### config.mk
export PLATFORM = sky130hd
export DESIGN_NAME = xrlz_ram
export DESIGN_NICKNAME = d
export VERILOG_FILES = /design/src/rtl/core/xrlz_ram.sv
export SDC_FILE = /design/constraint.sdc
export NUM_CORES = 1
export LEC_CHECK = 0
export ABC_AREA = 1
export BUFFER_PORTS_ARGS = -buffer_cell sky130_fd_sc_hd__buf_2
export CAP_MARGIN = 15
export CORE_MARGIN = 1
export CORE_UTILIZATION = 54
export DETAILED_ROUTE_END_ITERATION = 10
export PLACE_DENSITY = 0.79
export RECOVER_POWER = 50
export SLEW_MARGIN = 20
export SYNTH_ARGS = -nofsm -noshare
export SYNTH_HDL_FRONTEND = slang
export SYNTH_SLANG_ARGS = --single-unit
### constraint.sdc
create_clock -name clk -period 4.5 [get_ports clk]
set_input_delay 0.675 -clock clk [delete_from_list [all_inputs] [get_ports clk]]
set_output_delay 0.675 -clock clk [all_outputs]
set_load 0.005 [all_outputs]
### src/rtl/core/xrlz_ram.sv
// Generic simple dual-port RAM with one write port and a registered read port.
module xrlz_ram #(
	parameter int WIDTH = 8,
	parameter int DEPTH = 64,
	parameter int AW    = $clog2(DEPTH)
) (
	input  logic             clk,
	input  logic             we,
	input  logic [AW-1:0]    waddr,
	input  logic [WIDTH-1:0] wdata,
	input  logic             re,
	input  logic [AW-1:0]    raddr,
	output logic [WIDTH-1:0] rdata
);

	logic [WIDTH-1:0] mem [DEPTH];

	// write port
	always_ff @(posedge clk) begin
		if (we) begin
			mem[waddr] <= wdata;
		end
	end

	// registered read, data holds while idle
	always_ff @(posedge clk) begin
		if (re) begin
			rdata <= mem[raddr];
		end
	end

endmodule

======== Word-level counts from Yosys, hierarchy flattened ========
Memory sizes are Yosys's and may differ from the RTL's. A register that Yosys moved wholly into a read port is not among the register bits.
Index checks and enable logic that the tools add are counted.
word-level totals
  register bits after elaboration ......... 0
  latch bits .............................. 0
  bits in writable memories ............... 512
  memory bits (read-only) ................. 0
  output and inout bits ................... 8
  memories ................................ 1
cells by class
  $add $sub $neg .......................... 0
  $mul .................................... 0
  divide/modulo/power cells ............... 0
  order comparisons ....................... 0
  equal/unequal tests ..................... 0
  shift-type cells ........................ 0
  mux-type cells .......................... 2
  bitwise gates (word level) .............. 0
  reductions and logical operators ........ 0
memory list
  name  depth  width  read ports  clocked after memory_dff  wr ports  line  text
  mem   64     8      1           1                         1         16    logic [WIDTH-1:0] mem [DEPTH];
operator list
  cell              count
  2-to-1 mux 1 bit  2

======== Longest topological paths before layout ========
Gate-level depths: netlist (run 1).
  word-level depth ........................ 2
  gate-level depth with buffers ........... 12
  gate-level depth less buffers ........... 9

======== Worst setup path before layout (run 1) ========
Ideal clock, no wire load.
  kind .................................... in2reg
  from .................................... input port we
  to ...................................... memory mem[48][0], enable pin
  library setup time ...................... 0.395 ns
  arrival ................................. 2.046 ns
  setup slack ............................. 2.059 ns
  stages on the path ...................... 3
  cells stage by stage .................... clkbuf_1 nand4_1 nor4_1
on the way
  word-level cells in the longest chain between the ends .. 2
ends and longest elaborated chain
  what                                    line  text
  start: declaration                      8     input logic we,
  2-to-1 mux 1 bit                        20    if (we) begin
  2-to-1 mux 1 bit (not written as such)  21    mem[waddr] <= wdata;
  end: declaration                        16
Every way passes these cells.

======== Worst setup path after layout (run 1) ========
  from .................................... input port wdata[4]
  to ...................................... memory mem[46][4], data pin
RTL lines
  what                line  text
  start: declaration  10    input logic [WIDTH-1:0] wdata,
No word-level cell before the write port.

==> results.md, run 1 <==
* Routed Antenna Nets at 0
* CTS Buf Count at 51
* Synth Flop Type: edfxtp_1
* Crit path kind: in -> reg
* GRT Util Overall at 24.8%
* Slowest Stage Delay on Critical Path at 1.73 ns
* EDFF count, synth at 520
* First-pass GRT wire length at 76.9 mm
* Worst path buffer plus inverter count at 2
* Port bufs at 30
* Area grow syn2layout at 8.03%
* Post-CTS Setup Bufs at 0
* CTS root buf: clkbuf_16
* Slew @ Worst Pin at 3.07 ns
* Failing checks: capacitance limit, slew limit
* Via density per instance at 5.87
* Post-route minimum period at 3.14 ns
* Post-Place Worst Slack at 1.31 ns
* Total global routing overflow at 0
* Hold Violations, Final at 0
* GPL Wtd Cong at 0.875
* CTS Hold Bufs at 0
* Slew headroom at -105%
* Die area at 0.0405 mm²
* Post-synthesis xor/xnor area fraction at 0%
* Vias at 13846
* Clock-pin transition on the worst setup and hold timing paths at 0.06 ns
* Horiz. Die Dim at 201 µm
* Adder-cell share of the synthesized area at 0%
* Setup TNS at 0 ns
* Yosys cell types at 15
* Core area at 0.0389 mm²
* Startpoint Class: input port
* Share of post-route cells with drive strength above 1 at 5.98%
* Final cell count without fillers at 2357
* Dpl hpwl at 28.2 mm
* Drt pass-1 iters at 5
* Finished Cell Area at 0.0231 mm²
* Antenna violations before repair at 1
* Fillers at 2958
* Crit path arrival time at 3.16 ns
* Leakage power at 8.22 nW
* Remaining DRCs at 0
* H-tree depth at 2
* WL final at 49.7 mm
* Largest family of logic cells by synthesized area: simple AND/OR/NAND/NOR gates
* Initial Utilization at 55.0%
* Synthesized area at 0.0214 mm²
* Synth Area in Compound Gates at 0%
* Final Core Density at 59.5%
* Fin crit share at 69.7%
* Power Dens Cells at 431 mW/mm²
* Wire length per cell at 21.1 µm
* Mux cell area share after synthesis at 0%
* Most used cell, CP: clkbuf_1
* Mapped Nets at 1828
* Starting DRC count in detailed routing at 2044
* Highest clock rate at 0.319 GHz
* Max FO, Critical Path at 45
* Top post-synthesis cells by area: edfxtp_1 (73%), nand2_1 (11%), nand3_1 (10%), buf_6 (1.8%), nor2_1 (0.98%)
* Most common cell in the netlist: nand2_1
* RSZ-0062 raised after global routing: no
* Nets at 1824
* Post-DP Area at 0.0217 mm²
* CP max stage cell: clkbuf_1
* Pwr Total at 9.96 mW
* Synth Instances at 1805
* Critical path, cell by cell: clkbuf_1 -> clkbuf_1
* Synth top area share at 72.9%
* WP data required at 4.53 ns
* Final worst slack at 1.36 ns
* # resized after CTS at 0
* Syn avg cell area at 11.9 µm²
* # rows at 72
* Worst hold margin at 0.574 ns
* Yosys synthesis warning count at 0
* Final setup violating endpoints at 0
* CP delay by family, top: buffers and inverters
* Clk Latency, worst-skew pair at 0.57 ns
* IO Count at 31
* Sequential element share of the synthesized area at 72.9%
* Yosys reg bits at 520
* Worst VDD drop at 0.327 mV
* Clock sinks at 520
* Ys async rst share at 0%
* Tightest Hold Check Type: in -> reg
* Worst Skew at 0.0107 ns
* Nature of the critical path endpoint: flop
* Post-Synth Simple-Gate Area at 23.1%
* CTS max path bufs at 3
* Largest net degree at the start of global routing at 236
* Cell total after placement at 2266
* Synth cell count leaders: nand2_1 (648), edfxtp_1 (520), nand3_1 (439), nor2_1 (56), buf_2 (37)
* Max capacitance violation total at 8
* Vert. Die Dim at 201 µm
* Area leader, netlist: edfxtp_1
* Status: complete, but fails checks
* Count of final max-slew check failures at 359
* Vias in the first global route at 13420
* CTS tree: done
-- final timing paths --
| path | from | to | slack [ns] | cells past startpoint |
|---|---|---|---|---|
| setup / recovery | wdata[4] | mem[46][4] | 1.36 | 2 |
| hold / removal | raddr[5] | rdata[1] | 0.57 | 3 |
| setup reg to reg | mem[30][2] | rdata[2] | 2.89 | 8 |
| hold reg to reg | mem[36][5] | rdata[5] | 0.90 | 8 |
-- worst reg2reg max path, cell delays in order (launching register included) --
cell and delay [ns]:
edfxtp_1 0.37, nand2_1 0.08, nand3_1 0.09, nand3_1 0.11, nand2_1 0.11, nand2_1 0.07, nand3_1 0.20, nand3_1 0.24
nand2_1 0.08
-- power by group --
part / leakage (nW) / internal, mW / switching (mW)
clock: 0.758 / 2.24 / 1.74
sequential: 4.69 / 5.38 / 0.0114
combinational: 2.78 / 0.140 / 0.449
-- registers in the layout (all words and copies together) (netlist names) --
signal and count:
mem 512, rdata 8
-- cells in the final DEF, fill, tap and decap left out --
| master | n |
|---|---|
| nand2_1 | 648 |
| edfxtp_1 | 520 |
| nand3_1 | 439 |
| nor2_1 | 56 |
| clkbuf_16 | 51 |
| clkbuf_1 | 29 |
| buf_2 | 19 |
| buf_4 | 15 |
| clkinv_2 | 12 |
| clkinv_1 | 11 |
| nand4_1 | 9 |
| inv_1 | 8 |
| nor4_1 | 8 |
| inv_6 | 4 |
| bufinv_16 | 3 |
| buf_12 | 3 |
| inv_2 | 2 |
| diode_2 | 1 |
| buf_6 | 1 |
-- area by class of cell --
class	count	area (µm²)	share of cell area, %
Antenna cell	1	2.50	0.0108
Clock buffer	62	1320	5.69
Clock inverter	28	213	0.919
Inverter	12	51.3	0.222
Multi-Input combinational cell	1160	4950	21.4
Sequential cell	520	15600	67.5
Tap cell	518	648	2.80
Timing Repair Buffer	56	347	1.50
-- routing by layer --
layer	up-vias	wire (µm)	GRT usage (%)
met5	-	0	0
met4	0	1450	8.40
met3	115	5110	4.81
met2	768	23700	39.7
met1	6623	19400	34.3
li1	6340	-	-
-- logic make-up (layout without fill, tap and decap cells) --
group / after synthesis / in the layout
and+or+nand+nor: 1160 / 1160
other: 0 / 1
buffers and inverters: 125 / 158
DFF: 520 / 520
Power figures use the tool's default switching activity.
==> run 2, diff against run 1 <==
- ABC_AREA: 1 -> 0
- clock period: 4.5 -> 3 ns (I/O delays scaled with it)
==> run 2 against run 1 <==
Against the previous run: the run still ends with capacitance limit, slew limit left; setup slack worse by 0.91 ns; sequential share of layout area is 0.32 points higher; cell count is 33% lower; final area is 0.47% lower; combinational power is 28% higher; register-to-register slack worse by 2.1 ns; total power is 49% higher; critical endpoint is now mem[19][5]; highest routed layer is now met5.
==> results.md, run 2 <==
* Reg2Reg Depth at 5 (-3)
* Largest regs: mem: 512 flops, rdata: 8 flops
* Nets at 1098 (-40%)
* Met3 Wirelength at 4.32 mm (-15%)
* Hold Crit Depth at 2 (-1)
* Clock-pin transition on the worst setup and hold timing paths at 0.06 ns (about the same)
* CTS tree: done
* Nature of the critical path endpoint: flop
* Tightest Hold Check Type: in -> reg
* HP Start: waddr[1]
* Routed Antenna Nets at 0 (unchanged)
* Critical path, cell by cell: clkbuf_1 -> clkbuf_1
* Post-route minimum period at 2.54 ns
* Area grow syn2layout at 13.7%
* Most common cell in the netlist: edfxtp_1
* Top post-synthesis cells by area: edfxtp_1 (77%), mux4_2 (14%), nor2_1 (1.5%), mux2i_1 (1.1%), mux2_2 (0.72%)
* WL final at 45.5 mm (-8.5%)
* Port bufs at 30 (unchanged)
* # resized after CTS at 0 (unchanged)
* Worst path buffer plus inverter count at 2 (unchanged)
* Synth cell count leaders: edfxtp_1 (520), mux4_2 (126), nor2_1 (83), mux2i_1 (23), nand2_1 (19)
* Largest Register: mem
* Fin crit share at 84.7%
* Drt pass-1 iters at 5 (unchanged)
* CP delay by family, top: buffers and inverters
* Slew @ Worst Pin at 2.73 ns (-0.337 ns)
* Area leader, netlist: edfxtp_1
* Hold Violations, Final at 0 (unchanged)
* Core area at 0.0368 mm² (-5.5%)
* Synth top area share at 77.1% (+4.2 points)
* Clk Latency, worst-skew pair at 0.58 ns (about the same)
* RSZ-0062 raised after global routing: no
* Wire length per cell at 28.7 µm (+36%)
* Slew headroom at -82.2% (+22 points)
* Slowest Stage Delay on Critical Path at 1.42 ns (-0.31 ns)
* Yosys cell types at 39 (+24)
* Final setup violating endpoints at 0 (unchanged)
* Vias at 10297 (-26%)
* First-pass GRT wire length at 67.6 mm (-12%)
* EDFF count, synth at 520 (unchanged)
* CTS max path bufs at 3 (unchanged)
* Horiz. Die Dim at 196 µm (-2.7%)
* Max FO, Critical Path at 42 (-6.7%)
* Largest net degree at the start of global routing at 65 (-72%)
* Synthesized area at 0.0202 mm² (-5.5%)
* Synth Instances at 940 (-48%)
* Status: complete, but fails checks
* Crit path arrival time at 2.63 ns (-0.53 ns)
* Antenna violations before repair at 5 (+4)
* Max FFs per register at 512 (unchanged)
* Count of final max-slew check failures at 175 (-51%)
* GPL Wtd Cong at 0.835 (-4.5%)
* Initial Utilization at 55.0% (about the same)
* Ys async rst share at 0% (unchanged)
* Syn avg cell area at 21.5 µm² (+82%)
* H-tree depth at 2 (unchanged)
* Total global routing overflow at 0 (unchanged)
* Yosys reg bits at 520 (unchanged)
* Failing checks: capacitance limit, slew limit
* Reg-to-reg endpoint: rdata[6]
* # rows at 70 (-2.8%)
* Dpl hpwl at 27.5 mm (-2.3%)
* Most used cell, CP: clkbuf_1
* CTS root buf: clkbuf_16
* Startpoint Class: input port
* Remaining DRCs at 0 (unchanged)
* Die area at 0.0383 mm² (-5.4%)
* Max capacitance violation total at 4 (-4)
* Worst Setup SP: wdata[5]
* Vert. Die Dim at 196 µm (-2.7%)
* Starting DRC count in detailed routing at 1185 (-42%)
* Worst hold margin at 0.362 ns (-0.212 ns)
* Worst Skew at 0.0108 ns (+0.0000639 ns)
* Crit Reg-Reg Startpoint: mem[20][6]
* Via density per instance at 6.50 (+11%)
* CTS Buf Count at 50 (-2.0%)
* CTS Hold Bufs at 0 (unchanged)
* Yosys synthesis warning count at 0 (unchanged)
* Clock sinks at 520 (unchanged)
* Vias in the first global route at 10649 (-21%)
* Sequential element share of the synthesized area at 77.1% (+4.2 points)
* Worst VDD drop at 0.380 mV (+16%)
* WP depth at 2 (unchanged)
* Mapped Nets at 963 (-47%)
* Power Dens Cells at 644 mW/mm² (+49%)
* CP max stage cell: clkbuf_1
* Share of post-route cells with drive strength above 1 at 29.3% (+23 points)
* IO Count at 31 (unchanged)
* Highest clock rate at 0.394 GHz
* WP data required at 3.09 ns (-1.44 ns)
* Highest metal used: met5
* Synth Flop Type: edfxtp_1
* Crit path kind: in -> reg
* Post-CTS Setup Bufs at 0 (unchanged)
* Met2 wire length at 22.5 mm (-5.1%)
* Most common cell after layout, fill and taps aside: edfxtp_1
* Fillers at 2388 (-19%)
* GRT Util Overall at 24.6% (-0.25 points)
* Reg2reg setup slack at 0.75 ns (-2.14 ns)
* Setup TNS at 0 ns (unchanged)
* Most frequent cells in the layout: edfxtp_1 (520), mux4_2 (126), buf_4 (88)
* Met1 Wirelength at 16.8 mm (-13%)
* Sink of the worst hold path: mem[49][6]
* Leakage power at 7.35 nW (-11%)
[run 2: cell types whose count changed after synthesis, moves of 8 or more]
cell | before | now
buf_2 | 37 | 11
nand3_1 | 439 | 13
mux2_2 | 0 | 13
buf_6 | 35 | 4
nor2b_1 | 0 | 14
nor2_1 | 56 | 83
nand2_1 | 648 | 19
o221ai_1 | 0 | 8
mux2i_1 | 0 | 23
mux4_2 | 0 | 126
o22ai_1 | 0 | 8
inv_1 | 10 | 0
[run 2: worst max path at each step]
stage                      end  slack, ns
detailed placement    rdata[7]       0.10
floorplan             rdata[3]       0.74
global placement      rdata[7]       0.11
finish              mem[19][5]       0.46
global route        mem[47][4]       0.30
CTS                   rdata[7]       0.63
[run 2: area by class of cell]
type,instances,area [µm²],area share [%]
diodes,1,2.50,0.0109
repair buffers,134,970,4.21
multi-input cells,369,4320,18.7
clock buffers,64,1370,5.94
well taps,468,586,2.54
flip-flops and latches,520,15600,67.8
clock inverters,27,175,0.761
[run 2: per-layer routing]
| layer | vias to the layer above | GRT usage [%] |
|---|---|---|
| li1 | 4201 | - |
| met1 | 5367 | 32.4 |
| met2 | 580 | 40.0 |
| met3 | 141 | 5.51 |
| met4 | 8 | 10.2 |
| met5 | - | 0 |
[run 2: where the power goes]
group	internal, mW	switching [mW]	total, mW
clock network	3.38	2.60	5.98
registers	8.06	0.0213	8.09
logic	0.297	0.459	0.756
total	11.7	3.08	14.8
[run 2: cell families after synthesis]
group	share of synthesized area [%]
AO/OA/AOI/OAI	2.06
AND/OR/NAND/NOR	3.37
flip-flops	77.1
buffers and inverters	1.56
multiplexers	15.9
[run 2: through the flow]
step	worst slack (ns)	instances	utilization, %	cell area (µm²)	power [mW]
3_5_place_dp	0.104	1491	58.5	21500	8.98
4_1_cts	0.630	1582	62.7	23100	14.9
6_report	0.459	1583	62.6	23000	14.8
2_1_floorplan	0.744	940	-	20200	8.65
3_3_place_gp	0.114	1491	58.5	21500	8.96
5_1_grt	0.299	1582	62.6	23000	15.2
==> run 3, diff against run 2 <==
- PLACE_DENSITY: 0.79 -> 0.82
- clock period: 3 -> 2.24 ns (I/O delays scaled with it)
==> run 3 against run 2 <==
Against the previous run: the flow still finishes with violations (capacitance limit, slew limit); non-clock buffer count up 33; final area up 1.0%; critical path depth up 3; wire length up 2.2%; setup slack worse by 0.43 ns.
==> results.md, run 3 (synthesis results as in run 2) <==
* Final worst slack at 0.0293 ns (-0.430 ns)
* Reg2Reg Depth at 5 (unchanged)
* Hold Crit Depth at 1 (-1)
* Clk Latency, worst-skew pair at 0.57 ns (about the same)
* Vias in the first global route at 10779 (+1.2%)
* GRT Util Overall at 25.1% (+0.53 points)
* Largest net degree at the start of global routing at 65 (unchanged)
* Leakage power at 7.51 nW (+2.1%)
* Count of final max-slew check failures at 64 (-63%)
* Horiz. Die Dim at 196 µm (unchanged)
* Post-DP Area at 0.0218 mm² (+1.4%)
* N_diodes at 0 (-1)
* CTS Buf Count at 49 (-2.0%)
* Setup TNS at 0 ns (unchanged)
* Highest clock rate at 0.452 GHz
* GPL Wtd Cong at 0.847 (+1.4%)
* Fillers at 2315 (-3.1%)
* Remaining DRCs at 0 (unchanged)
* IO Count at 31 (unchanged)
* Status: complete, but fails checks
* Reg-to-reg endpoint: rdata[6]
* Busiest layer in global routing: met2
* Worst Skew at 0.00949 ns (-0.00126 ns)
* Post-route minimum period at 2.21 ns
* Crit path kind: reg -> reg
* Total global routing overflow at 0 (unchanged)
* Crit path capture: rdata[6]
* GRT met2 Usage at 40.7% (+0.74 points)
* Die area at 0.0383 mm² (unchanged)
* Dpl hpwl at 29.0 mm (+5.2%)
* Slew headroom at -12.2% (+70 points)
* Wire length per cell at 28.8 µm (+0.34%)
* Max FO, Critical Path at 1 (-98%)
* CTS Hold Bufs at 0 (unchanged)
* Nature of the critical path endpoint: flop
* Slew @ Worst Pin at 1.68 ns (-1.05 ns)
* Port bufs at 30 (unchanged)
* CTS tree: done
* Max capacitance violation total at 2 (-2)
* Core area at 0.0368 mm² (unchanged)
* WP data required at 2.52 ns (-0.57 ns)
* Clock sinks at 520 (unchanged)
* Fin crit share at 98.7%
* Max FFs per register at 512 (unchanged)
* Worst VDD drop at 0.483 mV (+27%)
* Crit Reg-Reg Startpoint: mem[29][6]
* Vias at 10519 (+2.2%)
* Crit path arrival time at 2.49 ns (-0.14 ns)
* RSZ-0062 raised after global routing: no
* Antenna violations before repair at 2 (-3)
* Routed Antenna Nets at 0 (unchanged)
* WL final at 46.5 mm (+2.2%)
* Reg2reg setup slack at 0.03 ns (-0.72 ns)
* Initial Utilization at 55.0% (unchanged)
* Most common cell after layout, fill and taps aside: edfxtp_1
* # rows at 70 (unchanged)
* Area grow syn2layout at 14.9%
* Drt pass-1 iters at 6 (+1)
* GR Util met1 at 33.7% (+1.4 points)
* Post-Place Worst Slack at -0.504 ns (-0.607 ns)
* Largest Register: mem
* Final Core Density at 63.3% (+0.64 points)
* Worst Setup SP: mem[29][6]
* GR Util met3 at 4.89% (-0.62 points)
* H-tree depth at 2 (unchanged)
* Nets at 1130 (+2.9%)
* Share of post-route cells with drive strength above 1 at 31.4% (+2.2 points)
* Clock-pin transition on the worst setup and hold timing paths at 0.06 ns (about the same)
* Finished Cell Area at 0.0233 mm² (+1.0%)
* Failing checks: capacitance limit, slew limit
* Power Dens Cells at 853 mW/mm² (+33%)
* CTS root buf: clkbuf_16
* Starting DRC count in detailed routing at 1383 (+17%)
* Via density per instance at 6.52 (+0.26%)
* Most frequent cells in the layout: edfxtp_1 (520), mux4_2 (126), buf_4 (119)
* FF/Latch Area at 0.0156 mm² (unchanged)
* CTS max path bufs at 3 (unchanged)
* Tightest Hold Check Type: in -> reg
* Hold Violations, Final at 0 (unchanged)
* Post-CTS Setup Bufs at 0 (unchanged)
* Multi-input gate area at 0.00433 mm² (+0.26%)
* Startpoint Class: flop
* Largest regs: mem: 512 flops, rdata: 8 flops
* Final setup violating endpoints at 0 (unchanged)
* First-pass GRT wire length at 69.1 mm (+2.3%)
* Vert. Die Dim at 196 µm (unchanged)
[run 3: cell types whose count changed in the layout (fill, tap and decap cells not counted), moves of 2 or more]
cell,change
clkinvlp_4,+2
clkinv_2,-2
buf_4,+31
clkbuf_16,-2
[run 3: timing repair]
| action | CTS | global route |
|---|---|---|
| endpoints found under the setup margin | 1 | 1 |
| resized for setup | 1 | 1 |
| cloned | 0 | 0 |
[run 3: report_power, final]
group	internal, mW	leakage, nW	total, mW	switching (mW)
Clock	4.50	0.743	7.97	3.47
Combinational	0.418	2.08	1.06	0.640
Sequential	10.8	4.69	10.8	0.0312
[run 3: metrics by stage]
step           total power [mW]  std cells  hold slack [ns]
4_1_cts                    19.9       1613            0.157
6_report                   19.9       1613            0.347
3_5_place_dp               12.1       1524            0.738
5_1_grt                    20.3       1613            0.306
2_1_floorplan              11.6        940            0.435
3_3_place_gp               12.0       1524            0.751
[run 3: how the worst min path moves through the flow]
| stage | startpoint | to | slack (ns) |
|---|---|---|---|
| 2_1_floorplan | wdata[0] | mem[0][0] | 0.43 |
| 5_1_grt | re | rdata[2] | 0.31 |
| 3_5_place_dp | re | rdata[2] | 0.74 |
| 3_3_place_gp | re | rdata[0] | 0.75 |
| 6_report | re | rdata[5] | 0.35 |
| 4_1_cts | re | rdata[6] | 0.16 |
[run 3: final cells by class]
type,count,share of cell area [%]
timing repair buffer,167,5.21
tap,468,2.52
multi-input combinational,369,18.6
clock inverter,29,0.941
sequential,520,67.1
clock buffer,60,5.63
[run 3: layer usage]
layer / wire, µm / part of all wire, %
met2: 22900 / 49
met3: 4900 / 11
met5: 20 / 0.043
met4: 1770 / 3.8
met1: 16900 / 36
[run 3: worst max-delay path, stage by stage, from the launching register on]
cell      delay (ns)
edfxtp_1        0.40
mux4_2          0.48
mux2_2          0.28
o221a_2         0.29
nor3_2          0.30
o32ai_1         0.17
